==> src/streaming_voxel_accumulator_unit_defines.svh <==
// ----------------------------------------------------------------------------
// Assertion macros for the streaming voxel accumulator
// Concurrent checks that vanish in synthesis builds.
// ----------------------------------------------------------------------------
`ifndef STREAMING_VOXEL_ACCUMULATOR_UNIT_DEFINES_SVH
`define STREAMING_VOXEL_ACCUMULATOR_UNIT_DEFINES_SVH
`ifndef SYNTHESIS
// check with reset disable
`define SVAU_ASSERT(lbl, clk, rst, prop, msg) \
   lbl: assert property (@(posedge clk) disable iff (rst) prop) else $error(msg);
// check without reset disable
`define SVAU_ASSERT_NR(lbl, clk, prop, msg) \
   lbl: assert property (@(posedge clk) prop) else $error(msg);
`else
`define SVAU_ASSERT(lbl, clk, rst, prop, msg)
`define SVAU_ASSERT_NR(lbl, clk, prop, msg)
`endif
`endif

==> src/svau_fifo.sv <==
// ----------------------------------------------------------------------------
// svau_fifo
// Two-entry queue between the classify front and the table back end.
// ----------------------------------------------------------------------------
module svau_fifo #(
   parameter int WIDTH = 8
) (
   input  logic             clock,
   input  logic             reset,
   input  logic             push,
   input  logic [WIDTH-1:0] push_data,
   output logic             full,
   input  logic             pop,
   output logic [WIDTH-1:0] head,
   output logic             empty
);

   logic [WIDTH-1:0] slot_ff [2];
   logic             wr_ptr_ff, wr_ptr_in;
   logic             rd_ptr_ff, rd_ptr_in;
   logic [1:0]       count_ff, count_in;

   // pointer and fill bookkeeping
   always_comb begin
      wr_ptr_in = wr_ptr_ff ^ push;
      rd_ptr_in = rd_ptr_ff ^ pop;
      count_in  = count_ff + {1'b0, push} - {1'b0, pop};
   end

   always_ff @(posedge clock) begin
      if (reset) begin
         wr_ptr_ff <= 1'b0;
         rd_ptr_ff <= 1'b0;
         count_ff  <= 2'd0;
      end else begin
         wr_ptr_ff <= wr_ptr_in;
         rd_ptr_ff <= rd_ptr_in;
         count_ff  <= count_in;
      end
   end

   always_ff @(posedge clock) begin
      if (push) begin
         slot_ff[wr_ptr_ff] <= push_data;
      end
   end

   assign full  = (count_ff == 2'd2);
   assign empty = (count_ff == 2'd0);
   assign head  = slot_ff[rd_ptr_ff];

endmodule

==> config.mk <==
export PLATFORM = sky130hd
export DESIGN_NAME = svau_fifo
export DESIGN_NICKNAME = d
export VERILOG_FILES = /design/src/streaming_voxel_accumulator_unit_defines.svh /design/src/svau_fifo.sv
export SDC_FILE = /design/constraint.sdc
export NUM_CORES = 1
export LEC_CHECK = 0
export ABC_CLOCK_PERIOD_IN_PS = 1250
export BUFFER_PORTS_ARGS = -buffer_cell sky130_fd_sc_hd__buf_2
export CAP_MARGIN = 25
export CORE_MARGIN = 10
export CORE_UTILIZATION = 40
export DETAILED_ROUTE_END_ITERATION = 12
export PLACE_DENSITY = 0.67
export REMOVE_ABC_BUFFERS = 1
export SYNTH_ARGS = -nofsm -noshare
export SYNTH_HDL_FRONTEND = slang
export SYNTH_SLANG_ARGS = --single-unit
==> constraint.sdc <==
create_clock -name clock -period 1.25 [get_ports clock]
set_input_delay 0.125 -clock clock [delete_from_list [all_inputs] [get_ports clock]]
set_output_delay 0.125 -clock clock [all_outputs]
set_load 0.005 [all_outputs]
==> results of run 1 <==
-- final cells by class --
type / count / area [um2]
Inverter: 3 / 11.3
Fill cell: 133 / 667
Timing Repair Buffer: 30 / 240
Clock buffer: 4 / 26.3
Sequential cell: 20 / 563
Multi-Input combinational cell: 20 / 244
Tap cell: 25 / 31.3
-- per-layer routing --
| metal | up-vias | GRT usage |
|---|---|---|
| met5 | - | 0 |
| met4 | 0 | 0.0481 |
| li1 | 224 | - |
| met1 | 219 | 0.0675 |
| met2 | 14 | 0.139 |
| met3 | 2 | 0.0157 |
-- registers in the layout (all words and copies together) (netlist names) --
register	count
count_ff	2
rd_ptr_ff	1
slot_ff	16
wr_ptr_ff	1
-- how the worst max path moves through the flow --
stage,startpoint,slack [ns],to,depth (start not counted)
final,rd_ptr_ff,-0.07,head[1],3
after global routing,rd_ptr_ff,-0.13,head[7],3
after CTS,rd_ptr_ff,-0.09,head[7],3
after floorplan,count_ff[0],0.11,count_ff[1],6
after detailed placement,count_ff[0],0.06,count_ff[1],6
after global placement,count_ff[0],0.09,count_ff[1],6
-- logic make-up (layout without fill, tap and decap cells) --
group,count (synthesis),after routing,synth area share
simple gates,6,6,0.0354
buf+inv,4,37,0.0241
xor+xnor,2,2,0.0402
mux,8,8,0.116
flops,20,20,0.720
fa+ha+maj,4,4,0.0643
-- through the flow --
step	cells	setup slack [ns]	setup TNS [ns]
floorplan	43	0.109	0
global placement	93	0.0874	0
detailed placement	93	0.0629	0
CTS	98	-0.0889	-0.637
global route	102	-0.128	-1.01
finish	102	-0.0698	-0.512
-- cells in the final DEF (no fill, tap or decap) --
| master | count |
|---|---|
| buf_6 | 10 |
| ha_4 | 1 |
| dfxtp_2 | 2 |
| nor2_1 | 4 |
| nor2b_1 | 2 |
| dlygate4sd3_1 | 4 |
| ha_2 | 1 |
| xnor2_1 | 1 |
| clkbuf_4 | 3 |
| dfxtp_1 | 2 |
| buf_2 | 13 |
| mux2_4 | 8 |
| xnor3_1 | 1 |
| inv_1 | 2 |
| ha_1 | 2 |
| inv_2 | 1 |
| edfxtp_1 | 16 |
| buf_4 | 3 |
| clkbuf_1 | 1 |
-- repair_timing --
action	4_1_cts	5_1_grt
buffers inserted	1	0
endpoints found under the setup margin	8	9
gates resized for setup	19	4
hold endpoints to repair	0	7
hold buffers	0	4
pin swaps	0	1
-- power by group --
group,switching [W],internal (W),leakage [nW]
sequential,0.0000254,0.000777,0.184
clock,0.000171,0.000124,0.0150
combinational,0.000111,0.000205,0.272
==> metrics.csv, run 1 <==
metric,value,unit
status,"complete, but fails checks",
violations,setup timing,
clk_latency,0.29,ns
io_pins,22,
path_clk_slew,0.10,ns
yosysMostFrequentCell,edfxtp_1,
seq_area_frac_synth,0.720,
cp_slowest_cell,dfxtp_2,
setup_ws,-0.0698,ns
grt_overflow,0,
dr_wl_met2,834,um
dp_hpwl,1070,um
synthTopCellsByCount,"edfxtp_1, mux2_2, dfxtp_1, ha_1, nor2_1",
start_util,0.436,
rows,15,
core_area,1780,um2
power_density,1270,nW/um2
holdWs,0.0279,ns
reg2reg_from,count_ff[0],
antenna_found_initial,0,
avgViaCountPerCell,4.50,
hold_path_end,slot_ff[0][6],
path_cells,buf_6 > mux2_4 > buf_6,
min_path_type,in -> reg,
first_pass_iters,2,
max-slew-margin-rel,0.735,
syn-cell-area,778,um2
area_delta_synth_final,43.4,%
critPathMaxFanout,5,
synth_area_leader_cell,edfxtp_1,
highest_layer,met4,
cts.sinks,20,
total_power,0.00141,W
yosysTopAreaCellShare,0.617,
r2r.worst_path.cells,6,
critPathKind,reg -> out,
grt_usage,0.0730,
drive_gt1_frac,0.545,
die_h,64.1,um
drt-initial-drc-count,6,
drv_slew,0,
cp-end-kind,output pin,
avgSynthCellArea,17.7,um2
grt_pass1_wl,2410,um
synthCells,44,
cts-root-buf,clkbuf_4,
die_area,4110,um2
drc,0,
cts_buffers,3,
synth.top_cells.by_area,"edfxtp_1, mux2_2, dfxtp_1",
port_buffers,21,
clockBufferDepth,2,
grt_pass1_vias,538,
wl_met3,30,um
worst_pin_slew,0.398,ns
cpMostUsedCell,buf_6,
wl_per_cell,14.4,um
synth-edff-count,16,
maxCapViolCount,0,
fin_crit,1.32,ns
critPathTopFamily,flip-flops,
cp.arrival,1.19,ns
final_area,1120,um2
via_count,459,
fin_nets,94,
path_buf_inv,2,
setup.worst_path.start_class,flip-flop,
max_freq,0.758,GHz
ir_worst_vdd,0.704,mV
min_from,push_data[6],
n_antenna_cell,0,
placed_cell_area,937,um2
fin_skew,0.00712,ns
p_leak,0.471,nW
hold_depth,1,
cts_tree,built,
gp_congestion,0.611,
final_util,0.626,
timing.final.crit_share,1.06,
worst_path_largest_cell_delay,0.36,ns
drtAntennaViolNets,0,
met1_length,580,um
cts_max_level,1,
finalHoldViolCount,0,
ys_warn_count,0,
die_x,64.1,um
ys_seq_elements,20,
synth_ff_type,edfxtp_1,
wl,1470,um
setup_viol_count_final,8,
reg2reg_to,count_ff[1],
rsz0062_at_grt,true,
yosysUniqueCellTypes,10,
async_reset_ff_frac,0,
grt_max_degree,12,
critPathRequiredTime,1.12,ns
ff2ff_setup_slack,0.09,ns
No activity file was read; power rests on OpenSTA's default activity.
==> inputs of run 2 (changes only) <==
- CTS_CLUSTER_SIZE: default -> 10
- RECOVER_POWER: default -> 25
==> metrics.csv, run 2 (synthesis gave the netlist of run 1 again) <==
metric,value,unit,change
setup_ws,-0.0698,ns,unchanged
grt_pass1_wl,2410,um,unchanged
violations,setup timing,,unchanged
setup_viol_count_final,8,,unchanged
status,"complete, but fails checks",,unchanged
drive_gt1_frac,0.494,,was 0.545
critPathMaxFanout,5,,unchanged
ir_worst_vdd,0.703,mV,was 0.704 mV
cp_slowest_cell,dfxtp_2,,unchanged
layout_common_cells,"edfxtp_1, buf_6, buf_2",,"was edfxtp_1, buf_2, buf_6"
grt_pass1_vias,538,,unchanged
first_pass_iters,2,,unchanged
drt-initial-drc-count,6,,unchanged
rows,15,,unchanged
total_power,0.00141,W,about the same
io_pins,22,,unchanged
hold_depth,1,,unchanged
worst_pin_slew,0.398,ns,unchanged
via_count,459,,unchanged
fin_nets,94,,unchanged
path_cells,buf_6 > mux2_4 > buf_6,,unchanged
fin_skew,0.00712,ns,unchanged
die_h,64.1,um,unchanged
cp.arrival,1.19,ns,about the same
p_leak,0.460,nW,was 0.471 nW
rsz0062_at_grt,true,,unchanged
p_int,0.00110,W,was 0.00111 W
wl_per_cell,14.4,um,about the same
setup.worst_path.start,rd_ptr_ff,,unchanged
worst_path_largest_cell_delay,0.36,ns,about the same
max_freq,0.758,GHz,unchanged
crit_cells,3,,unchanged
dp_slack,0.0629,ns,unchanged
die_x,64.1,um,unchanged
cts.sinks,20,,unchanged
drtAntennaViolNets,0,,unchanged
cts_tree,built,,unchanged
grt_usage,0.0730,,unchanged
min_path_type,in -> reg,,unchanged
cts_buffers,3,,unchanged
ff2ff_setup_slack,0.09,ns,about the same
timing.final.crit_share,1.06,,unchanged
r2r.worst_path.cells,6,,unchanged
largest_register_ffs,16,,unchanged
grt_max_degree,12,,unchanged
finalHoldViolCount,0,,unchanged
cts_max_level,1,,unchanged
cp-end-kind,output pin,,unchanged
area_delta_synth_final,42.8,%,was 43.4%
clockBufferDepth,2,,unchanged
critPathRequiredTime,1.12,ns,about the same
cts-root-buf,clkbuf_4,,unchanged
antenna_found_initial,0,,unchanged
dp_hpwl,1070,um,unchanged
wl,1470,um,about the same
min_from,push_data[6],,unchanged
final_util,0.623,,was 0.626
cpMostUsedCell,buf_6,,unchanged
sw_frac_of_total,0.218,,was 0.217
setup.worst_path.start_class,flip-flop,,unchanged
die_area,4110,um2,unchanged
largestRegisters,"slot_ff (16), count_ff (2)",,unchanged
p_comb_frac,0.223,,about the same
switchingPower,0.000307,W,about the same
critPathTopFamily,flip-flops,,unchanged
clockPowerShare,0.209,,about the same
gp_congestion,0.611,,unchanged
critPathKind,reg -> out,,unchanged
path_buf_inv,2,,unchanged
maxCapViolCount,0,,unchanged
avgViaCountPerCell,4.50,,unchanged
drc,0,,unchanged
top_register,slot_ff,,unchanged
power_density,1270,nW/um2,about the same
port_buffers,21,,unchanged
clk_latency,0.29,ns,about the same
fin_crit,1.32,ns,unchanged
max-slew-margin-rel,0.735,,unchanged
drv_slew,0,,unchanged
reg2reg_from,count_ff[0],,unchanged
finalSetupTns,-0.512,ns,about the same
grt_overflow,0,,unchanged
final_common_cell,edfxtp_1,,unchanged
path_clk_slew,0.10,ns,about the same
n_antenna_cell,0,,unchanged
core_area,1780,um2,unchanged
start_util,0.436,,unchanged
p_seq_frac,0.569,,was 0.568
-- run 2: cell count changes in the layout (fill, tap and decap cells not counted) --
cell | before | now
clkbuf_1 | 1 | 5
buf_2 | 13 | 9
-- run 2: path summary, 6_finish.rpt --
path	to
max reg2reg	count_ff[1]
max	head[1]
min	slot_ff[0][6]
min reg2reg	wr_ptr_ff
-- run 2: area by class of cell --
type                    instances  area, um2
inverters                       3       11.3
flip-flops and latches         20        563
fillers                       137        672
repair buffers                 30        235
well taps                      25       31.3
multi-input cells              20        244
clock buffers                   4       26.3
-- run 2: through the flow --
stage	hold WS (ns)	cells	area, um2
after detailed placement	0.318	93	937
after global placement	0.313	93	937
after floorplan	0.192	43	771
after CTS	0.0100	98	1060
final	0.0279	102	1110
after global routing	0.00736	102	1110
-- run 2: what timing repair did --
action,CTS,global route
endpoints found under the hold margin,0,7
resized for setup,19,4
hold buffers,0,4
endpoints found under the setup margin,8,9
pin swaps,0,1
setup buffers,1,0
-- run 2: power by group through the flow --
stage               Sequential [W]  Clock, W  Combinational, W
floorplan                 0.000813         0          0.000125
global placement          0.000809         0          0.000228
detailed placement        0.000813         0          0.000233
CTS                       0.000801  0.000312          0.000302
global route              0.000811  0.000352          0.000343
finish                    0.000803  0.000295          0.000314
-- run 2: worst reg2reg max path: cells and delay by family, from the launching register on --
| family | cells | cell delay [ns] |
|---|---|---|
| xor gates and xnor gates | 1 | 0.17 |
| adders and majority gates | 2 | 0.39 |
| DFF | 1 | 0.35 |
| and+or+nand+nor | 1 | 0.10 |
| buffers and inverters | 2 | 0.08 |
-- run 2: routing by layer --
metal  vias to the layer above  share of wire  track usage
met5                         -              0            0
li1                        224              -            -
met4                         0          0.019       0.0481
met1                       219           0.39       0.0675
met3                         2          0.020       0.0157
met2                        14           0.57        0.139
